$ cat config.mk
export PLATFORM = sky130hd
export DESIGN_NAME = stop_and_wait_echo_ack_sender_core
export DESIGN_NICKNAME = d
export VERILOG_FILES = /design/src/rtl/saw_pkg.sv /design/src/rtl/saw_front.sv /design/src/rtl/saw_fifo.sv /design/src/rtl/saw_back.sv /design/src/rtl/stop_and_wait_echo_ack_sender_core.sv
export SDC_FILE = /design/constraint.sdc
export NUM_CORES = 1
export LEC_CHECK = 0
export BUFFER_PORTS_ARGS = -buffer_cell sky130_fd_sc_hd__buf_2
export CAP_MARGIN = 20
export CORE_MARGIN = 2
export CORE_UTILIZATION = 40
export CTS_CLUSTER_DIAMETER = 120
export DETAILED_ROUTE_END_ITERATION = 8
export MAX_ROUTING_LAYER = met4
export PLACE_DENSITY_LB_ADDON = 0.1
export REMOVE_ABC_BUFFERS = 1
export SYNTH_ARGS = -nofsm -noshare
export SYNTH_HDL_FRONTEND = slang
export SYNTH_SLANG_ARGS = --single-unit
export TNS_END_PERCENT = 1
$ cat constraint.sdc
create_clock -name clk -period 8.3 [get_ports clk]
set_input_delay 0.415 -clock clk [delete_from_list [all_inputs] [get_ports clk]]
set_output_delay 0.415 -clock clk [all_outputs]
set_load 0.05 [all_outputs]
$ cat src/rtl/saw_pkg.sv
// Shared types and codes for the stop-and-wait echo-acknowledge sender.
// Used by saw_front, saw_fifo, saw_back and the top level; depends on nothing.
package saw_pkg;

  // Mode codes on the input channel.
  localparam logic [1:0] MODE_RX   = 2'd0;
  localparam logic [1:0] MODE_ENQ  = 2'd1;
  localparam logic [1:0] MODE_TICK = 2'd2;

  // Codes on the send_kind output field.
  localparam logic [1:0] SEND_NONE = 2'd0;
  localparam logic [1:0] SEND_ATOM = 2'd1;
  localparam logic [1:0] SEND_INIT = 2'd2;

  // Configuration register indexes.
  localparam logic CFG_INIT_CHAR  = 1'b0;
  localparam logic CFG_ERROR_CHAR = 1'b1;

  localparam int WORD_W  = 64;
  localparam int COUNT_W = 9;

  // Classified operation handed from the front to the back.
  typedef enum logic [2:0] {
    OP_NOP,
    OP_RX_INIT,
    OP_RX_DATA,
    OP_ENQ,
    OP_TICK
  } op_kind_t;

  typedef struct packed {
    op_kind_t          kind;
    logic [7:0]        rx_byte;
    logic [WORD_W-1:0] message;
  } op_t;

  // One result word.
  typedef struct packed {
    logic [1:0]         send_kind;
    logic [WORD_W-1:0]  atom;
    logic               acked;
    logic               enqueue_accepted;
    logic [COUNT_W-1:0] queue_count;
    logic               link_ready;
  } res_t;

endpackage

$ cat src/rtl/saw_front.sv
// Front end: accepts input words and classifies them into operations.
// Depends on saw_pkg; feeds saw_fifo.
module saw_front (
  input  logic            in_valid,
  output logic            in_stall,
  input  logic [1:0]      mode,
  input  logic [7:0]      rx_byte,
  input  logic [63:0]     message,
  input  logic [7:0]      init_char,
  input  logic            fifo_full,
  output logic            push,
  output saw_pkg::op_t    push_op
);
  import saw_pkg::*;

  assign in_stall = fifo_full;
  assign push     = in_valid && !fifo_full;

  always_comb begin
    push_op.rx_byte = rx_byte;
    push_op.message = message;
    case (mode)
      MODE_RX:   push_op.kind = (rx_byte == init_char) ? OP_RX_INIT : OP_RX_DATA;
      MODE_ENQ:  push_op.kind = OP_ENQ;
      MODE_TICK: push_op.kind = OP_TICK;
      default:   push_op.kind = OP_NOP;
    endcase
  end

endmodule

$ cat src/rtl/saw_fifo.sv
// Two-entry queue of classified operations between the front and the back.
// Depends on saw_pkg.
module saw_fifo (
  input  logic         clk,
  input  logic         rst,
  input  logic         push,
  input  saw_pkg::op_t push_op,
  output logic         full,
  input  logic         pop,
  output logic         valid,
  output saw_pkg::op_t pop_op
);
  import saw_pkg::*;

  op_t        entry [2];
  logic       wr_ptr;
  logic       rd_ptr;
  logic [1:0] count;

  assign full   = (count == 2'd2);
  assign valid  = (count != 2'd0);
  assign pop_op = entry[rd_ptr];

  always_ff @(posedge clk) begin
    if (rst) begin
      wr_ptr <= 1'b0;
      rd_ptr <= 1'b0;
      count  <= 2'd0;
    end else begin
      if (push) begin
        wr_ptr <= ~wr_ptr;
      end
      if (pop) begin
        rd_ptr <= ~rd_ptr;
      end
      case ({push, pop})
        2'b10:   count <= count + 2'd1;
        2'b01:   count <= count - 2'd1;
        default: count <= count;
      endcase
    end
  end

  always_ff @(posedge clk) begin
    if (push) begin
      entry[wr_ptr] <= push_op;
    end
  end

endmodule

$ cat src/rtl/saw_back.sv
// Back end: message queue, reply collection and compare, send decisions,
// and the output register. Depends on saw_pkg; fed by saw_fifo.
module saw_back #(
  parameter int MSG_BYTES   = 8,
  parameter int QUEUE_DEPTH = 8
) (
  input  logic          clk,
  input  logic          rst,
  input  logic [7:0]    error_char,
  input  logic          op_valid,
  input  saw_pkg::op_t  op,
  output logic          pop,
  output logic          out_valid,
  input  logic          out_stall,
  output saw_pkg::res_t out_res
);
  import saw_pkg::*;

  localparam int MSG_W = 8 * MSG_BYTES;
  localparam int RC_W  = $clog2(MSG_BYTES + 1);
  localparam int BI_W  = (MSG_BYTES > 1) ? $clog2(MSG_BYTES) : 1;
  localparam int PTR_W = (QUEUE_DEPTH > 1) ? $clog2(QUEUE_DEPTH) : 1;
  localparam int CNT_W = $clog2(QUEUE_DEPTH + 1);
  localparam int TL_W  = CNT_W + 1;

  function automatic logic [PTR_W-1:0] ptr_inc(input logic [PTR_W-1:0] p);
    return (p == PTR_W'(QUEUE_DEPTH - 1)) ? '0 : p + PTR_W'(1);
  endfunction

  // Queue storage; head and second entries are also kept in registers so
  // that a dequeue can send the new head in the same step.
  logic [MSG_W-1:0] queue_mem [QUEUE_DEPTH];
  logic [MSG_W-1:0] mem_q;
  logic [MSG_W-1:0] head_data;
  logic [MSG_W-1:0] second_data;
  logic             rd_pend;
  logic [PTR_W-1:0] head_ptr;
  logic [CNT_W-1:0] fill;

  logic [7:0]       reply_buf [MSG_BYTES];
  logic [RC_W-1:0]  reply_count;
  logic             ack_seen;
  logic             link_up;

  logic             go;
  logic [MSG_W-1:0] msg;
  logic [MSG_W-1:0] reply_vec;
  logic             match;
  logic [TL_W-1:0]  tail_sum;
  logic [TL_W-1:0]  tail_wrap;
  logic [PTR_W-1:0] tail_idx;
  logic [PTR_W-1:0] rd_addr;
  logic             rd_issue;

  logic             enq;
  logic             deq;
  logic             buf_we;
  logic             link_up_next;
  logic             ack_seen_next;
  logic [CNT_W-1:0] fill_next;
  logic [PTR_W-1:0] head_ptr_next;
  logic [RC_W-1:0]  reply_count_next;
  res_t             res;

  assign go  = op_valid && (!out_valid || !out_stall);
  assign pop = go;
  assign msg = op.message[MSG_W-1:0];

  // The last reply byte is the one arriving now; earlier ones sit in the buffer.
  for (genvar j = 0; j < MSG_BYTES; j++) begin : g_reply
    if (j < MSG_BYTES - 1) begin : g_buf
      assign reply_vec[8*j +: 8] = reply_buf[j+1];
    end else begin : g_last
      assign reply_vec[8*j +: 8] = op.rx_byte;
    end
  end

  assign match = (fill != '0) && (reply_buf[0] != error_char) && (reply_vec == head_data);

  assign tail_sum  = TL_W'(head_ptr) + TL_W'(fill);
  assign tail_wrap = (tail_sum >= TL_W'(QUEUE_DEPTH)) ? tail_sum - TL_W'(QUEUE_DEPTH)
                                                      : tail_sum;
  assign tail_idx  = tail_wrap[PTR_W-1:0];
  assign rd_addr   = ptr_inc(ptr_inc(head_ptr));
  assign rd_issue  = go && deq && (int'(fill) >= 3);

  always_comb begin
    enq              = 1'b0;
    deq              = 1'b0;
    buf_we           = 1'b0;
    link_up_next     = link_up;
    ack_seen_next    = ack_seen;
    fill_next        = fill;
    head_ptr_next    = head_ptr;
    reply_count_next = reply_count;
    res.send_kind        = SEND_NONE;
    res.atom             = '0;
    res.acked            = 1'b0;
    res.enqueue_accepted = 1'b0;
    case (op.kind)
      OP_RX_INIT: begin
        if (!link_up) begin
          link_up_next  = 1'b1;
          ack_seen_next = 1'b1;
        end
        res.send_kind = SEND_INIT;
      end
      OP_RX_DATA: begin
        if (link_up) begin
          if (reply_count == RC_W'(MSG_BYTES)) begin
            reply_count_next = '0;
            if (match) begin
              deq           = 1'b1;
              fill_next     = fill - CNT_W'(1);
              head_ptr_next = ptr_inc(head_ptr);
              ack_seen_next = 1'b1;
              res.acked     = 1'b1;
              if (fill != CNT_W'(1)) begin
                res.send_kind = SEND_ATOM;
                res.atom      = WORD_W'(second_data);
                ack_seen_next = 1'b0;
              end
            end else if (fill != '0) begin
              res.send_kind = SEND_ATOM;
              res.atom      = WORD_W'(head_data);
              ack_seen_next = 1'b0;
            end
          end else begin
            buf_we           = 1'b1;
            reply_count_next = reply_count + RC_W'(1);
          end
        end
      end
      OP_ENQ: begin
        if (fill < CNT_W'(QUEUE_DEPTH)) begin
          enq                  = 1'b1;
          fill_next            = fill + CNT_W'(1);
          res.enqueue_accepted = 1'b1;
        end
      end
      OP_TICK: begin
        if (link_up && ack_seen && (fill != '0)) begin
          res.send_kind = SEND_ATOM;
          res.atom      = WORD_W'(head_data);
          ack_seen_next = 1'b0;
        end
      end
      default: begin
      end
    endcase
    res.queue_count = COUNT_W'(fill_next);
    res.link_ready  = link_up_next;
  end

  always_ff @(posedge clk) begin
    if (rst) begin
      head_ptr    <= '0;
      fill        <= '0;
      reply_count <= '0;
      ack_seen    <= 1'b0;
      link_up     <= 1'b0;
      rd_pend     <= 1'b0;
      out_valid   <= 1'b0;
    end else begin
      rd_pend <= rd_issue;
      if (go) begin
        head_ptr    <= head_ptr_next;
        fill        <= fill_next;
        reply_count <= reply_count_next;
        ack_seen    <= ack_seen_next;
        link_up     <= link_up_next;
        out_valid   <= 1'b1;
      end else if (!out_stall) begin
        out_valid <= 1'b0;
      end
    end
  end

  always_ff @(posedge clk) begin
    if (go) begin
      out_res <= res;
    end
    if (go && enq && (fill == '0)) begin
      head_data <= msg;
    end else if (go && deq) begin
      head_data <= second_data;
    end
    if (go && enq && (fill == CNT_W'(1))) begin
      second_data <= msg;
    end else if (rd_pend) begin
      second_data <= mem_q;
    end
    if (go && buf_we) begin
      reply_buf[reply_count[BI_W-1:0]] <= op.rx_byte;
    end
  end

  always_ff @(posedge clk) begin
    if (go && enq) begin
      queue_mem[tail_idx] <= msg;
    end
    if (rd_issue) begin
      mem_q <= queue_mem[rd_addr];
    end
  end

  // The refill of the second entry must land before another dequeue.
  a_refill_before_deq: assert property (@(posedge clk) disable iff (rst)
    rd_pend |-> !(go && deq))
    else $error("dequeue while second entry refill is pending");

  a_atom_needs_link: assert property (@(posedge clk) disable iff (rst)
    (out_valid && (out_res.send_kind == SEND_ATOM)) |-> out_res.link_ready)
    else $error("message sent before link is up");

  a_ack_needs_link: assert property (@(posedge clk) disable iff (rst)
    (out_valid && out_res.acked) |-> out_res.link_ready)
    else $error("acknowledge seen before link is up");

  a_deq_count: assert property (@(posedge clk) disable iff (rst)
    (go && deq) |=> (fill == $past(fill) - CNT_W'(1)))
    else $error("queue fill not reduced by dequeue");

endmodule

$ cat src/rtl/stop_and_wait_echo_ack_sender_core.sv
// Stop-and-wait sender with echo acknowledgement: one result word per input word.
// A word passes through the two-entry queue, and its result is registered in the back end.
// Throughput: one word per cycle while out_stall is low, set by the back end step
// and the registered result; a two-entry queue decouples input from output stalls.
// Reset (synchronous, active high) empties the queue, drops the link and
// clears both configuration registers; message storage is not cleared.
module stop_and_wait_echo_ack_sender_core #(
  parameter int MSG_BYTES   = 8,
  parameter int QUEUE_DEPTH = 8
) (
  input  logic        clk,
  input  logic        rst,
  // Input channel.
  input  logic        in_valid,
  output logic        in_stall,
  input  logic [1:0]  mode,
  input  logic [7:0]  rx_byte,
  input  logic [63:0] message,
  // Output channel.
  output logic        out_valid,
  input  logic        out_stall,
  output logic [1:0]  send_kind,
  output logic [63:0] atom,
  output logic        acked,
  output logic        enqueue_accepted,
  output logic [8:0]  queue_count,
  output logic        link_ready,
  // Configuration write port.
  input  logic        cfg_write,
  input  logic        cfg_index,
  input  logic [7:0]  cfg_data
);
  import saw_pkg::*;

  // Configuration registers. The user must write them only while the block is
  // idle, which the block does not enforce; the front and back use them directly.
  logic [7:0] init_char;
  logic [7:0] error_char;

  always_ff @(posedge clk) begin
    if (rst) begin
      init_char  <= 8'd0;
      error_char <= 8'd0;
    end else if (cfg_write) begin
      case (cfg_index)
        CFG_INIT_CHAR:  init_char  <= cfg_data;
        CFG_ERROR_CHAR: error_char <= cfg_data;
        default: begin
        end
      endcase
    end
  end

  logic fifo_full;
  logic push;
  op_t  push_op;
  logic pop;
  logic op_valid;
  op_t  op;
  res_t out_res;

  // The front classifies each accepted word: a received byte becomes either
  // an init character or a reply byte, based on the configured init char.
  saw_front u_front (
    .in_valid  (in_valid),
    .in_stall  (in_stall),
    .mode      (mode),
    .rx_byte   (rx_byte),
    .message   (message),
    .init_char (init_char),
    .fifo_full (fifo_full),
    .push      (push),
    .push_op   (push_op)
  );

  // The short queue lets the input keep flowing while a result word waits.
  saw_fifo u_fifo (
    .clk      (clk),
    .rst      (rst),
    .push     (push),
    .push_op  (push_op),
    .full     (fifo_full),
    .pop      (pop),
    .valid    (op_valid),
    .pop_op   (op)
  );

  // The back owns the message queue, the reply buffer and the link state,
  // and produces exactly one result word per operation.
  saw_back #(
    .MSG_BYTES   (MSG_BYTES),
    .QUEUE_DEPTH (QUEUE_DEPTH)
  ) u_back (
    .clk        (clk),
    .rst        (rst),
    .error_char (error_char),
    .op_valid   (op_valid),
    .op         (op),
    .pop        (pop),
    .out_valid  (out_valid),
    .out_stall  (out_stall),
    .out_res    (out_res)
  );

  assign send_kind        = out_res.send_kind;
  assign atom             = out_res.atom;
  assign acked            = out_res.acked;
  assign enqueue_accepted = out_res.enqueue_accepted;
  assign queue_count      = out_res.queue_count;
  assign link_ready       = out_res.link_ready;

endmodule

==> out/metrics.yaml <==
clock_tree:
  cts.sinks: 1027
  postCtsSetupBuffers: 0
  clkLatencyLatePin_ns: 0.68
  cts_made_buffers: 108
  h-tree-depth: 3
  clk_pin_slew_ns: 0.06
  clockBufferDepth: 3
  ctsRootBufferMaster: "clkbuf_16"
  cts_tree: "done"
worst_setup_path:
  arrival_ns: 5.19
  r2r_cells: 9
  cp_slowest_cell: "nor2_4"
  criticalPathCategory: "flop to flop"
  cp-end-kind: "flop"
  crit_chain: "buf_4 -> mux2_2 -> xor2_1 -> nor4_4 -> nand4_4 -> nor4_4 -> nand2_1 -> nor2_4 -> buf_4"
  crit_required_ns: 8.61
  crit_fanout: 29
  cpPeakStageDelay_ns: 0.82
  path_depth: 9
  critPathBufInv: 2
  crit_family: "simple AND/OR/NAND/NOR gates"
  startpoint_type: "flop"
timing:
  tightest_slew_ns: 1.17
  grt_setup_unrepaired: "false"
  slew_violations: 0
  slew_headroom: 0.219
  setup_violations: 0
  hold_viol: 0
  skew_ns: 0.0260
  fin_crit_sh: 0.587
  max_clock_freq_mhz: 205
  min_period_ns: 4.87
layout:
  regArea_mm2: 0.0305
  mostFrequentLayoutCell: "edfxtp_1"
  drive_above_1_share: 0.237
  area_growth_pct: 17.6
  final_util: 0.473
  fill_cells: 8245
  multi_input_area_mm2: 0.00855
  final_cell_mix: "edfxtp_1 (991), buf_2 (162), mux4_2 (128)"
  layout.nets: 2511
hold_path:
  min_path_cells: 1
  hold_class: "input pin to flop"
  worstHoldStart: "rx_byte[0]"
grt:
  track_usage: 0.197
  overflow: 0
  grt_pass1_vias: 20300
  grt_antenna_before_repair: 4
  grt_first_pass_wirelength_mm: 141
  grt_max_degree: 103
placement:
  port-buffer-count: 162
  hpwl_mm: 58.7
  place.gp.congestion: 0.831
outcome:
  status: "completed"
routing:
  vias_per_cell: 5.23
  vias: 19800
  drc: 0
  wl_per_cell_um: 25.5
  dr.pass1.iters: 5
  drt-initial-drc-count: 1739
  antenna_left: 0
  routed_wl_mm: 96.8
yosys:
  yosysSeqAreaShare: 0.770
  ys_ff_latch: 1027
  avgSynthCellArea_um2: 18.6
  synth.distinct_cells: 61
  synth_area_leaders: "edfxtp_1 (75%), mux4_2 (7.3%), mux2i_1 (2.0%), mux2_2 (1.9%), dfxtp_1 (1.8%)"
  syn_inst: 2127
  synth_ff_type: "edfxtp_1"
  async_flop_share: 0
  yosys_warnings: 0
  synth_area_mm2: 0.0396
  synth_largest_area_cell: "edfxtp_1"
  synth_enable_flop_cells: 991
  yosys.area.top_type_share: 0.752
power:
  powerDensity_mw_per_mm2: 293
  power.total_uw: 13600
  irDropWorstVdd_mv: 0.179
  p_leak_uw: 0.0157
die:
  core_area_mm2: 0.0983
  die_h_um: 319
  die_width_um: 319
  die_area_mm2: 0.101
  initial_core_util: 0.403
  pin_count: 168
  rows: 115
job:
  cap_violations: 0
[report_power, final]
group | leakage, uW | internal [uW] | switching, uW | total, uW
Combinational | 0.00457 | 397 | 1520 | 1910
Clock | 0.00182 | 3020 | 2020 | 5040
Sequential | 0.00932 | 6420 | 254 | 6680
Total | 0.0157 | 9840 | 3790 | 13600
[layout make-up]
class	count	share of cell area
sequential	1027	0.655
multi-input combinational	927	0.184
clock buffer	127	0.0596
tap	1287	0.0346
inverter	74	0.00602
antenna	2	0.000108
timing repair buffer	273	0.0405
clock inverter	76	0.0202
[worst register-to-register path, delay by kind of cell (launching register included)]
family / cells / cell delay (ns)
flip-flops: 1 / 0.66
multiplexers: 1 / 0.53
buffers and inverters: 2 / 1.14
AND/OR/NAND/NOR: 5 / 1.95
XOR/XNOR: 1 / 0.20
[cell usage after synthesis (2+ instances only)]
| cell | count |
|---|---|
| ha_1 | 11 |
| nor4_1 | 10 |
| edfxtp_1 | 991 |
| o211ai_1 | 4 |
| nor3b_1 | 2 |
| nor2b_1 | 5 |
| buf_1 | 22 |
| and3b_1 | 2 |
| a21boi_0 | 2 |
| nand4_1 | 11 |
| mux2i_1 | 78 |
| o311ai_1 | 2 |
| mux2_2 | 68 |
| xor2_1 | 37 |
| mux2_4 | 4 |
| a31oi_1 | 3 |
| buf_4 | 12 |
| o21ai_0 | 70 |
| or4_1 | 2 |
| and2_1 | 2 |
| nand2b_1 | 6 |
| xnor2_1 | 52 |
| nor3_1 | 19 |
| a22o_1 | 64 |
| nand2_1 | 101 |
| clkbuf_1 | 60 |
| inv_1 | 74 |
| nor2_1 | 105 |
| or3_1 | 3 |
| dfxtp_1 | 36 |
| nand3_1 | 16 |
| nor4_4 | 2 |
| buf_2 | 8 |
| mux4_2 | 128 |
| mux2_1 | 2 |
| and3_1 | 5 |
| a21oi_1 | 83 |
| nand3b_1 | 2 |
[final timing paths]
kind | end | slack (ns)
setup / recovery | u_back.mem_q[17] | 3.43
hold / removal | u_fifo.entry[0][64] | 0.07
setup reg to reg | u_back.mem_q[17] | 3.43
hold reg to reg | error_char[0] | 0.47
[layer usage]
layer  track usage  share of wire  vias to the layer above
li1              -              -                     8909
met1         0.266           0.45                    10300
met2         0.312           0.48                      494
met3        0.0300          0.047                      139
met4        0.0534          0.022                        0
met5             -              0                        -
[flip-flops by register name, indices dropped and copies added (netlist names), named ones only]
register and flops:
error_char 8, init_char 8, u_back.ack_seen 1, u_back.fill 4, u_back.head_data 64, u_back.head_ptr 3
u_back.link_up 1, u_back.mem_q 64, u_back.out_res 73, u_back.out_valid 1, u_back.queue_mem 512, u_back.rd_pend 1
u_back.reply_buf 64, u_back.reply_count 4, u_back.second_data 64, u_fifo.count 2, u_fifo.entry 150, u_fifo.rd_ptr 1
u_fifo.wr_ptr 1
[kinds of logic (layout without fill, tap and decap cells)]
kind of cell / after synthesis / in the layout / share of synthesized area
flip-flops: 1027 / 1027 / 0.770
AND/OR/NAND/NOR: 302 / 302 / 0.0360
buffers and inverters: 177 / 550 / 0.0184
multiplexers: 280 / 280 / 0.114
XOR/XNOR: 89 / 89 / 0.0197
other: 1 / 7 / 0.0000948
adder cells (fa/ha/maj): 12 / 12 / 0.00398
AO/OA/AOI/OAI: 239 / 239 / 0.0377
[metrics by stage]
stage,setup slack [ns],hold slack [ns],instances,cell area (um2),setup TNS [ns]
2_1_floorplan,-8.39,0.442,2028,39100,-632.29
3_3_place_gp,3.40,0.461,3511,42000,0
3_5_place_dp,3.35,0.466,3511,42000,0
4_1_cts,3.32,0.0145,3790,46500,0
5_1_grt,3.13,0.0519,3793,46500,0
6_report,3.43,0.0729,3793,46500,0
[repair_timing]
action	CTS	global route
hold buffers	76	0
endpoints found under the setup margin	0	0
hold endpoints to repair	144	0
gates resized for setup	0	0
(Power assumes the default switching activity.)
